**src/sv/kfi_pkg.sv**
```systemverilog
// ----------------------------------------------------------------------------
// kfi_pkg: shared types and constants
// Request and result structs, status codes and limits of the key interpolator.
// ----------------------------------------------------------------------------
package kfi_pkg;

  localparam int MAX_KEYS_DEF = 64;
  localparam int KEY_IDX_W    = 6;
  localparam int KEY_COUNT_W  = 7;
  localparam logic signed [32:0] MIN_DELTA = 33'sd7;
  localparam logic [31:0] ONE_Q16 = 32'h0001_0000;

  typedef enum logic [0:0] {
    REQ_LOAD  = 1'b0,
    REQ_QUERY = 1'b1
  } req_type_t;

  typedef enum logic [1:0] {
    ST_INTERP = 2'd0,
    ST_EMPTY  = 2'd1,
    ST_SINGLE = 2'd2,
    ST_ZERO   = 2'd3
  } status_t;

  typedef enum logic [0:0] {
    CFG_KEY_COUNT  = 1'b0,
    CFG_TRACK_KIND = 1'b1
  } cfg_idx_t;

  typedef struct packed {
    logic                 req_type;
    logic [5:0]           key_index;
    logic signed [31:0]   key_time;
    logic signed [31:0]   value_x;
    logic signed [31:0]   value_y;
    logic signed [31:0]   value_z;
    logic signed [31:0]   query_time;
  } in_req_t;

  typedef struct packed {
    logic signed [31:0]   out_x;
    logic signed [31:0]   out_y;
    logic signed [31:0]   out_z;
    logic [5:0]           segment_index;
    logic [1:0]           status;
  } out_res_t;

  // divider handshake
  typedef struct packed {
    logic        start;
    logic [31:0] num;
    logic [32:0] den;
  } div_req_t;

  typedef struct packed {
    logic        done;
    logic [16:0] quot;
  } div_rsp_t;

endpackage

```
**src/sv/kfi_div.sv**
```systemverilog
// ----------------------------------------------------------------------------
// kfi_div: factor divider
// Restoring division, one quotient bit per cycle: floor(num*65536/den), num<den.
// ----------------------------------------------------------------------------
module kfi_div (
  input  logic              clk,
  input  logic              rst_n,
  input  kfi_pkg::div_req_t req,
  output kfi_pkg::div_rsp_t rsp
);
  import kfi_pkg::*;

  logic [33:0] rem_r, rem_nxt;
  logic [32:0] den_r, den_nxt;
  logic [15:0] q_r, q_nxt;
  logic [4:0]  cnt_r, cnt_nxt;
  logic        busy_r, busy_nxt;
  logic        done_r, done_nxt;
  logic [33:0] sh;

  always_comb begin
    rem_nxt  = rem_r;
    den_nxt  = den_r;
    q_nxt    = q_r;
    cnt_nxt  = cnt_r;
    busy_nxt = busy_r;
    done_nxt = 1'b0;
    sh       = {rem_r[32:0], 1'b0};
    if (req.start) begin
      rem_nxt  = {2'b00, req.num};
      den_nxt  = req.den;
      cnt_nxt  = 5'd0;
      busy_nxt = 1'b1;
    end else if (busy_r) begin
      if (sh >= {1'b0, den_r}) begin
        rem_nxt = sh - {1'b0, den_r};
        q_nxt   = {q_r[14:0], 1'b1};
      end else begin
        rem_nxt = sh;
        q_nxt   = {q_r[14:0], 1'b0};
      end
      cnt_nxt = cnt_r + 5'd1;
      if (cnt_r == 5'd15) begin
        busy_nxt = 1'b0;
        done_nxt = 1'b1;
      end
    end
  end

  always_ff @(posedge clk) begin
    if (!rst_n) begin
      busy_r <= 1'b0;
      done_r <= 1'b0;
      cnt_r  <= 5'd0;
    end else begin
      busy_r <= busy_nxt;
      done_r <= done_nxt;
      cnt_r  <= cnt_nxt;
    end
    rem_r <= rem_nxt;
    den_r <= den_nxt;
    q_r   <= q_nxt;
  end

  assign rsp.done = done_r;
  assign rsp.quot = {1'b0, q_r};
endmodule

```
**config.mk**
```make
export PLATFORM = sky130hd
export DESIGN_NAME = kfi_div
export DESIGN_NICKNAME = d
export VERILOG_FILES = /design/src/sv/kfi_pkg.sv /design/src/sv/kfi_div.sv
export SDC_FILE = /design/constraint.sdc
export NUM_CORES = 1
export LEC_CHECK = 0
export ABC_AREA = 1
export BUFFER_PORTS_ARGS = -buffer_cell sky130_fd_sc_hd__buf_2
export CORE_ASPECT_RATIO = 0.75
export CORE_MARGIN = 2
export CORE_UTILIZATION = 46
export CTS_CLUSTER_SIZE = 30
export DETAILED_ROUTE_END_ITERATION = 10
export GPL_ROUTABILITY_DRIVEN = 0
export PLACE_DENSITY = 0.66
export SYNTH_ARGS = -nofsm -noshare
export SYNTH_HDL_FRONTEND = slang
export SYNTH_SLANG_ARGS = --single-unit
```
**constraint.sdc**
```tcl
create_clock -name clk -period 2.6 [get_ports clk]
set_input_delay 0.52 -clock clk [delete_from_list [all_inputs] [get_ports clk]]
set_output_delay 0.52 -clock clk [all_outputs]
set_load 0.02 [all_outputs]
```
==> results_dict.tcl, run 1 <==
set metrics [dict create \
    dp_hpwl_um 12600 \
    hold_violations 0 \
    grt_pass1_wl_um 27000 \
    setup_slack_ps 186 \
    cp_num_buf_inv 2 \
    synth_top_cell_by_area "edfxtp_1" \
    grt_max_degree 42 \
    synth_top_family_by_area "simple AND/OR/NAND/NOR gates" \
    clk_pin_slew_ps 70 \
    finalWorstPathRequiredPeriod_ps 2410 \
    period_share_pct 92.9 \
    seqCellArea_mm2 0.00259 \
    critPathMaxFanout 20 \
    multi_input_area_mm2 0.00310 \
    synthMuxAreaShare_pct 0 \
    synth_xor_xnor_area_share_pct 2.01 \
    synth_edf_count 81 \
    synthAdderAreaFrac_pct 7.00 \
    cpMostUsedCell "nand2_1" \
    crit_arrival_ps 2520 \
    cp-start-kind "flip-flop" \
    syn_inst 944 \
    viasPerCell 4.82 \
    start_util_pct 47.4 \
    cp_slowest_cell "edfxtp_1" \
    finalClockSkew_ps 4.62 \
    max_cap_viol_count 0 \
    synth-async-reset-ratio_pct 0 \
    place_ws_ps 178 \
    clock_path_buffers 2 \
    vias 5844 \
    hold_class "in2reg" \
    cpPeakStageDelay_ps 400 \
    ys_types 34 \
    die_area_mm2 0.0152 \
    root_buffer "clkbuf_16" \
    cp_data_required_time_ps 2710 \
    fp.dieW_um 142 \
    avgSynthCellArea_um2 6.93 \
    area_growth_pct 15.4 \
    drtPass1Iterations 5 \
    cts_tree "yes" \
    core_area_mm2 0.0138 \
    hold_ws_ps 342 \
    ys.flop_type "edfxtp_1" \
    ir_drop_v 0.000360 \
    die_h_um 107 \
    n_fill_cell 1365 \
    wl_per_cell_um 13.3 \
    wl_um 16100 \
    synthSimpleGateAreaFrac_pct 35.4 \
    cpLargestDelayFamily "simple AND/OR/NAND/NOR gates" \
    cts_max_level 3 \
    grt_use_total_pct 22.5 \
    yosysSeqAreaShare_pct 39.6 \
    path_class "reg2reg" \
    syn-num-nets 1048 \
    cts_buffers 9 \
    final_nets 1137 \
    power-per-cell-area_mw_per_mm2 762 \
    worstPathCellList "ha_1 > nand2_1 > inv_2 > nand2_1 > and2_1 > nor3_2 > nor3_4 > buf_4 > nand3_1 > nand3_1 > nand2_1" \
    rsz0062_at_grt "no" \
    placement.io_buffers 84 \
    end_kind "flip-flop" \
    tns_ps 0 \
    p_leak_uw 0.00406 \
    netlist.area_leader.share_pct 37.2 \
    rows 37 \
    fin_util_pct 54.7 \
    drt_iter0_drc 500 \
    io_pins 86 \
    drc 0 \
    fmax_ghz 0.414 \
    antenna_found_initial 0 \
    yosys_register_bits 89 \
    syn_area_mm2 0.00654 \
    synth_warnings 0 \
    synth-compound-area-share_pct 2.08 \
    status "finished clean" \
    postRouteAntennaNets 0 \
    drive_above_1_share_pct 14.4 \
    synth.area.top_cells "edfxtp_1 (37%), nand2_1 (21%), inv_1 (12%), nand3_1 (6.9%), ha_1 (6.7%)" \
    grt_pass1_vias 5550 \
    setup_viol 0 \
    antenna_cells 0 \
    cts.sinks 89 \
    clk_latency_ps 350 \
    slew_viol_final 0 \
    grt_overflow 0 \
    post_cts_buffers 0 \
]
## cells by family after synthesis
group	count (synthesis)
AO/OA/AOI/OAI	26
XOR/XNOR	15
adder cells (fa/ha/maj)	36
buffers and inverters	230
flip-flops	89
other	1
AND/OR/NAND/NOR	547
## power by group
group	leakage [uW]	total, uW	switching (uW)	internal, uW
clock network	0.000123	1220	569	650
registers	0.000861	1880	98.2	1780
logic	0.00308	2650	1700	949
## per-layer routing
metal  vias up  global-route usage [%]  part of all wire, %
met5         -                       0                    0
met4         0                    5.07                 0.88
met3        12                    4.23                  6.7
met2       179                    34.2                   41
met1      2588                    33.2                   52
li1       3065                       -                    -
## cell type report
type                            instances  area share [%]
Clock inverter                          6           0.580
Sequential cell                        89            34.3
Multi-Input combinational cell        625            41.1
Tap cell                              175            2.90
Inverter                              211            10.5
Clock buffer                           10            3.03
Timing Repair Buffer                   97            7.53
## state kept, by name, indices dropped and copies added, names as in the netlist
register / count
cnt_r: 5
busy_r: 1
den_r: 33
done_r: 1
rem_r: 33
q_r: 16
## path summary, 6_finish.rpt
check | start | end | slack, ps | depth (start not counted)
max | rem_r[28]$_DFFE_PP_ | rem_r[15]$_DFFE_PP_ | 190 | 11
min | req[15] | den_r[15]$_DFFE_PP_ | 340 | 1
max reg2reg | rem_r[28]$_DFFE_PP_ | rem_r[15]$_DFFE_PP_ | 190 | 11
min reg2reg | q_r[3]$_DFFE_PP_ | q_r[4]$_DFFE_PP_ | 440 | 0
## cell usage in the layout, fill, tap and decap left out, types with 12 or more instances in the layout
cell      count
nand2_1     358
inv_1       207
nand3_1      90
buf_2        84
edfxtp_1     81
nor2_1       40
ha_1         30
a21oi_1      22
nor3_1       15
xnor2_1      13
nand2_2      12
## timing repair
action                     in CTS  in global routing
resized for setup               0                 10
setup endpoints to repair       0                 28
hold buffers                    0                  0
## Yosys cell counts (2+ instances only)
cell type,instances
nand2_1,359
inv_1,207
nand3_1,90
edfxtp_1,81
nor2_1,42
ha_1,35
a21oi_1,22
nor3_1,16
xnor2_1,13
nand2_2,11
and2_1,9
dfxtp_1,8
buf_2,6
nand4_1,6
nor2_2,6
clkbuf_1,5
inv_2,4
buf_1,3
nor3_2,3
buf_4,2
buf_6,2
xor2_1,2
## metrics by stage
step,cell area (um^2),cells,power [uW]
3_3_place_gp,7220,1197,4430
2_1_floorplan,6540,944,3800
6_report,7550,1213,5750
4_1_cts,7490,1213,5700
5_1_grt,7550,1213,6210
3_5_place_dp,7220,1197,4470
(Power assumes the default switching activity.)
==> inputs of run 2 (changes only) <==
--- a/config.mk
+++ b/config.mk
@@ -14,6 +14,7 @@
 export DETAILED_ROUTE_END_ITERATION = 10
 export GPL_ROUTABILITY_DRIVEN = 0
 export PLACE_DENSITY = 0.66
+export SETUP_SLACK_MARGIN = 0.4
 export SYNTH_ARGS = -nofsm -noshare
 export SYNTH_HDL_FRONTEND = slang
 export SYNTH_SLANG_ARGS = --single-unit
==> run 2 against run 1 <==
Against the previous run:
- via count increased by 12%
- hold slack got worse by 3.7 ps
- register-to-register slack improved by 90 ps
- combinational power increased by 51%
- global-route usage increased by 2.0 points
- final cell count increased by 5.1%
- sequential power increased by 3%
- non-clock buffer count increased by 62
- critical path type unchanged
- critical endpoint is now rem_r[29]$_DFFE_PP_
==> results_dict.tcl, run 2 (same netlist as run 1, synthesis figures left out) <==
set metrics [dict create \
    status "finished clean" \
    wl_um 19800 \
    power-per-cell-area_mw_per_mm2 793 \
    mostFrequentLayoutCell "nand2_1" \
    cp_num_buf_inv 3 \
    hold_class "in2reg" \
    cp_data_required_time_ps 2710 \
    cpLargestDelayFamily "simple AND/OR/NAND/NOR gates" \
    rows 37 \
    p_leak_uw 0.00461 \
    reg.largest.list "den_r (33), rem_r (33), q_r (16)" \
    tns_ps 0 \
    cp_slowest_cell "edfxtp_1" \
    antenna_found_initial 0 \
    slew_viol_final 0 \
    grt_pass1_vias 5957 \
    worstPathCellList "ha_4 > buf_4 > nand2_1 > inv_1 > nand2_1 > inv_1 > a21oi_1 > nand2_2 > nand2_1 > nand3_1 > nand2_1 > nand2_1 > nand3_1 > nand2_1" \
    finalNonFillerCells 1275 \
    final_nets 1199 \
    io_pins 86 \
    ir_drop_v 0.000392 \
    fmax_ghz 0.431 \
    drt_iter0_drc 712 \
    start_util_pct 47.4 \
    grt_use_total_pct 24.4 \
    antenna_cells 0 \
    die_h_um 107 \
    wl_per_cell_um 15.5 \
    cts.sinks 89 \
    cp-start-kind "flip-flop" \
    end_kind "flip-flop" \
    drive_above_1_share_pct 31.1 \
    die_area_mm2 0.0152 \
    fp.dieW_um 142 \
    dp_cells 1197 \
    rsz0062_at_grt "yes" \
    drc 0 \
    min_from "req[15]" \
    finalWorstPathRequiredPeriod_ps 2320 \
    finalClockSkew_ps 4.88 \
    area_growth_pct 38.2 \
    period_share_pct 89.2 \
    timing.rr.end "rem_r[29]$_DFFE_PP_" \
    vias 6543 \
    clk_latency_ps 350 \
    r2r_slack_ps 280 \
    whs_path_depth 1 \
    core_area_mm2 0.0138 \
    grt_max_degree 42 \
    cts_buffers 9 \
    hold_violations 0 \
    critPathMaxFanout 3 \
    crit_arrival_ps 2430 \
    grt_pass1_wl_um 29200 \
    cpMostUsedCell "nand2_1" \
    root_buffer "clkbuf_16" \
    placement.io_buffers 84 \
    cts_tree "yes" \
    min_to "den_r[15]$_DFFE_PP_" \
    setup_viol 0 \
    cts_hold_buffers 0 \
    grt_overflow 0 \
    drtPass1Iterations 5 \
    dp_hpwl_um 12600 \
    viasPerCell 5.13 \
    cpPeakStageDelay_ps 470 \
    r2r-start "rem_r[8]$_DFFE_PP_" \
    path_class "reg2reg" \
    mostFrequentLayoutCells "nand2_1 (316), inv_1 (188), buf_2 (84)" \
    clk_pin_slew_ps 70 \
    clock_path_buffers 2 \
    postRouteAntennaNets 0 \
    max_cap_viol_count 0 \
    r2r_cells 14 \
    cts_max_level 3 \
]
[run 2: changes by cell type in the layout (fill, tap and decap cells not counted), moves of 19 or more]
cell / delta
buf_4: +43
ha_1: -28
ha_4: +29
inv_1: -19
nand2_1: -42
nand2_2: +27
[run 2: metrics by stage]
step	hold slack, ps	power (uW)	utilization (%)	worst slack (ps)	instance area (um^2)
3_5_place_dp	431	4470	52.3	178	7220
4_1_cts	338	6370	60.3	314	8320
6_report	338	7170	65.5	280	9040
5_1_grt	325	7580	65.5	141	9040
3_3_place_gp	424	4430	52.3	184	7220
2_1_floorplan	445	3800	-	519	6540
[run 2: worst register-to-register path: cells and delay by family (launching register included)]
| kind | cells | cell delay [ps] |
|---|---|---|
| fa+ha+maj | 1 | 290 |
| compound gates | 1 | 190 |
| buf+inv | 3 | 300 |
| flops | 1 | 470 |
| simple gates | 9 | 840 |
[run 2: worst max-delay path by stage]
stage                             start                  end  slack [ps]  depth (start not counted)
floorplan           rem_r[28]$_DFFE_PP_  rem_r[10]$_DFFE_PP_         520                         11
global placement    rem_r[19]$_DFFE_PP_  rem_r[23]$_DFFE_PP_         180                         12
detailed placement  rem_r[20]$_DFFE_PP_  rem_r[23]$_DFFE_PP_         180                         12
CTS                  rem_r[8]$_DFFE_PP_  rem_r[29]$_DFFE_PP_         310                         15
global route        rem_r[23]$_DFFE_PP_  rem_r[29]$_DFFE_PP_         140                         14
finish               rem_r[8]$_DFFE_PP_  rem_r[29]$_DFFE_PP_         280                         14
[run 2: metal layers]
layer / wire [um] / vias up / GRT usage [%] / part of all wire (%)
met5: 0 / - / 0 / 0
met4: 418 / 0 / 5.43 / 2.1
met3: 1990 / 46 / 5.47 / 10
met2: 8640 / 331 / 38.5 / 44
met1: 8740 / 2963 / 34.6 / 44
li1: - / 3203 / - / -
[run 2: report_power, final]
group | internal [uW] | switching [uW]
Combinational | 1740 | 2250
Clock | 650 | 583
Sequential | 1790 | 148
[run 2: cell type report]
cell class	count	area [um^2]
Multi-Input combinational cell	625	3920
Timing Repair Buffer	159	1240
Tap cell	175	219
Clock inverter	6	43.8
Inverter	211	795
Sequential cell	89	2590
Clock buffer	10	229
Fill cell	1117	4750
[run 2: repair_timing]
| action | CTS | global route |
|---|---|---|
| gates cloned | 3 | 6 |
| gates resized for setup | 81 | 113 |
| pin swaps | 6 | 46 |
| setup buffers | 31 | 22 |
| setup endpoints to repair | 34 | 33 |
==> inputs of run 3 (changes only) <==
--- a/config.mk
+++ b/config.mk
@@ -5,7 +5,6 @@
 export SDC_FILE = /design/constraint.sdc
 export NUM_CORES = 1
 export LEC_CHECK = 0
-export ABC_AREA = 1
 export BUFFER_PORTS_ARGS = -buffer_cell sky130_fd_sc_hd__buf_2
 export CORE_ASPECT_RATIO = 0.75
 export CORE_MARGIN = 2
@@ -13,7 +12,7 @@
 export CTS_CLUSTER_SIZE = 30
 export DETAILED_ROUTE_END_ITERATION = 10
 export GPL_ROUTABILITY_DRIVEN = 0
-export PLACE_DENSITY = 0.66
+export PLACE_DENSITY = 0.67
 export SETUP_SLACK_MARGIN = 0.4
 export SYNTH_ARGS = -nofsm -noshare
 export SYNTH_HDL_FRONTEND = slang
==> run 3 against run 2 <==
Against the previous run:
- largest cell class unchanged
- core utilization increased by 0.30 points
- clock skew up 2.5 ps
- hold slack better by 8.3 ps
- critical path type unchanged
- via count fell by 28%
- flip-flop and latch count did not move
- critical endpoint is now rem_r[6]$_DFFE_PP_
- clock-buffer cell count is 1 lower
- sequential share of layout area up 5.1 points
- global-route usage shrank 2.3 points
- die area shrank 15%
- the run now ends with negative setup slack left
- synthesized cell count is 44% lower
- sequential power rose by 2%
- clock power hardly changed
==> results_dict.tcl, run 3 <==
set metrics [dict create \
    clk_latency_ps 340 \
    wl_um 14200 \
    clk_pin_slew_ps 70 \
    syn-num-nets 634 \
    syn_inst 530 \
    synth_top_cell_by_area "edfxtp_1" \
    ir_drop_v 0.000530 \
    met2_usage_pct 36.7 \
    yosys.cell_count.top_type "edfxtp_1" \
    n_fill_cell 923 \
    synth_commonest_cells "edfxtp_1 (81), a21oi_1 (50), inv_1 (47)" \
    status "finished, violations left" \
    avgSynthCellArea_um2 10.4 \
    period_share_pct 111 \
    synth-async-reset-ratio_pct 0 \
    ys.flop_type "edfxtp_1" \
    hold_class "in2reg" \
    final_nets 824 \
    drtPass1Iterations 5 \
    die_area_mm2 0.0129 \
    cp-start-kind "flip-flop" \
    synth_warnings 0 \
    dpl_cell_area_mm2 0.00694 \
    tns_ps -6610 \
    busiest_layer "met2" \
    finalWorstPathRequiredPeriod_ps 2900 \
    place_ws_ps -441 \
    mostFrequentLayoutCells "buf_4 (102), buf_2 (83), edfxtp_1 (81)" \
    antenna_found_initial 0 \
    final_cell_area_mm2 0.00767 \
    antenna_cells 0 \
    grt_pass1_wl_um 22700 \
    critPathMaxFanout 7 \
    cts_max_level 3 \
    grt_overflow 0 \
    mostFrequentLayoutCell "buf_4" \
    drive_above_1_share_pct 41.0 \
    setup_slack_ps -297 \
    dp_hpwl_um 10100 \
    grt_use_met1_pct 30.1 \
    hold_violations 0 \
    grt_util_met3_pct 4.83 \
    finalClockSkew_ps 7.38 \
    yosysSeqAreaShare_pct 46.8 \
    vias 4740 \
    placement.io_buffers 84 \
    grt_pass1_vias 4666 \
    viasPerCell 5.34 \
    failed_checks "negative setup slack" \
    power-per-cell-area_mw_per_mm2 891 \
    syn_area_mm2 0.00553 \
    fmax_ghz 0.345 \
    cts_buffers 9 \
    crit_arrival_ps 2990 \
    rows 34 \
    slew_headroom_pct 61.0 \
    grt_max_degree 41 \
    io_pins 86 \
    slew_viol_final 0 \
    clock_path_buffers 2 \
    area_growth_pct 38.7 \
    end_kind "flip-flop" \
    die_h_um 99.0 \
    grt_use_total_pct 22.2 \
    setup_viol 32 \
    p_leak_uw 0.00331 \
    ys_types 66 \
    netlist.area_leader.share_pct 44.0 \
    synth_edf_count 81 \
    root_buffer "clkbuf_16" \
    worst_pin_slew_ps 570 \
    fp.dieW_um 131 \
    cts.sinks 89 \
    drc 0 \
    start_util_pct 47.5 \
    rsz0062_at_grt "yes" \
    drt_iter0_drc 309 \
    wl_per_cell_um 16.0 \
    max_cap_viol_count 0 \
    yosys_register_bits 89 \
    cp_data_required_time_ps 2700 \
    dp_cells 860 \
    finalNonFillerCells 887 \
    postRouteAntennaNets 0 \
    cts_tree "yes" \
    reg.largest.list "den_r (33), rem_r (33), q_r (16)" \
    path_class "reg2reg" \
    core_area_mm2 0.0117 \
    synth.area.top_cells "edfxtp_1 (44%), ha_1 (7.9%), a21oi_1 (4.5%), inv_1 (3.2%), dfxtp_1 (2.9%)" \
]
[run 3: cell types whose count changed after synthesis, moves of 13 or more]
cell     previous run  this run
nand3_1            90         9
nor2b_1             0        19
inv_1             207        47
a21oi_1            22        50
o21ai_0             1        20
nand2_1           359        31
o21a_1              0        13
[run 3: cell families (layout without fill, tap and decap cells)]
logic type / count (synthesis) / after routing / share of synthesized area [%]
AO/OA/AOI/OAI: 147 / 147 / 17.7
adder cells (fa/ha/maj): 36 / 36 / 8.27
XOR/XNOR: 20 / 20 / 3.17
other: 1 / 1 / 0.0678
multiplexers: 27 / 27 / 5.88
AND/OR/NAND/NOR: 144 / 144 / 13.0
buffers and inverters: 66 / 261 / 5.09
flip-flops: 89 / 89 / 46.8
[run 3: cell type report]
cell class / instances / area [um^2] / area share (%)
Multi-Input combinational cell: 375 / 3090 / 40.3
Sequential cell: 89 / 2590 / 33.8
Timing Repair Buffer: 196 / 1320 / 17.2
Clock buffer: 9 / 225 / 2.93
Tap cell: 162 / 203 / 2.64
Inverter: 48 / 193 / 2.51
Clock inverter: 7 / 45.0 / 0.587
Timing Repair inverter: 1 / 8.76 / 0.114
[run 3: final timing paths]
path         slack (ps)  cells past startpoint                from            endpoint
max reg2reg        -300                     10  rem_r[7]$_DFFE_PP_  rem_r[6]$_DFFE_PP_
min reg2reg         450                      0    q_r[8]$_DFFE_PP_    q_r[9]$_DFFE_PP_
min                 350                      1              req[9]  den_r[9]$_DFFE_PP_
max                -300                     10  rem_r[7]$_DFFE_PP_  rem_r[6]$_DFFE_PP_
[run 3: worst max-delay path, stage by stage, from the launching register on]
cell	delay, ps
edfxtp_1	460
ha_4	340
nand4_1	140
nor3_2	250
o31ai_4	120
a31oi_2	170
nand2_1	90
o311a_4	380
inv_6	140
mux2_4	310
mux2_2	250
[run 3: per-layer routing]
layer / part of all wire, % / routed length [um]
met1: 47 / 6600
met2: 48 / 6740
met3: 4.9 / 694
met4: 1.0 / 144
met5: 0 / 0
[run 3: repair_timing]
item	in CTS	in global routing
buffers inserted	4	6
cloned	1	0
setup endpoints to repair	34	34
resized for setup	56	26
hold buffers	0	0
pin swaps	30	19
[run 3: through the flow]
stage	total power, uW	hold WS (ps)	utilization (%)
final	6840	347	65.8
after detailed placement	5090	434	59.6
after global routing	7240	337	65.8
after CTS	6640	337	64.4
after global placement	5020	427	59.6
after floorplan	3980	443	-
[run 3: where the power goes]
part,leakage [uW],switching (uW),internal (uW),total [uW]
sequential,0.000858,143,1830,1980
clock,0.000127,557,646,1200
combinational,0.00233,1760,1900,3660
total,0.00331,2460,4380,6840
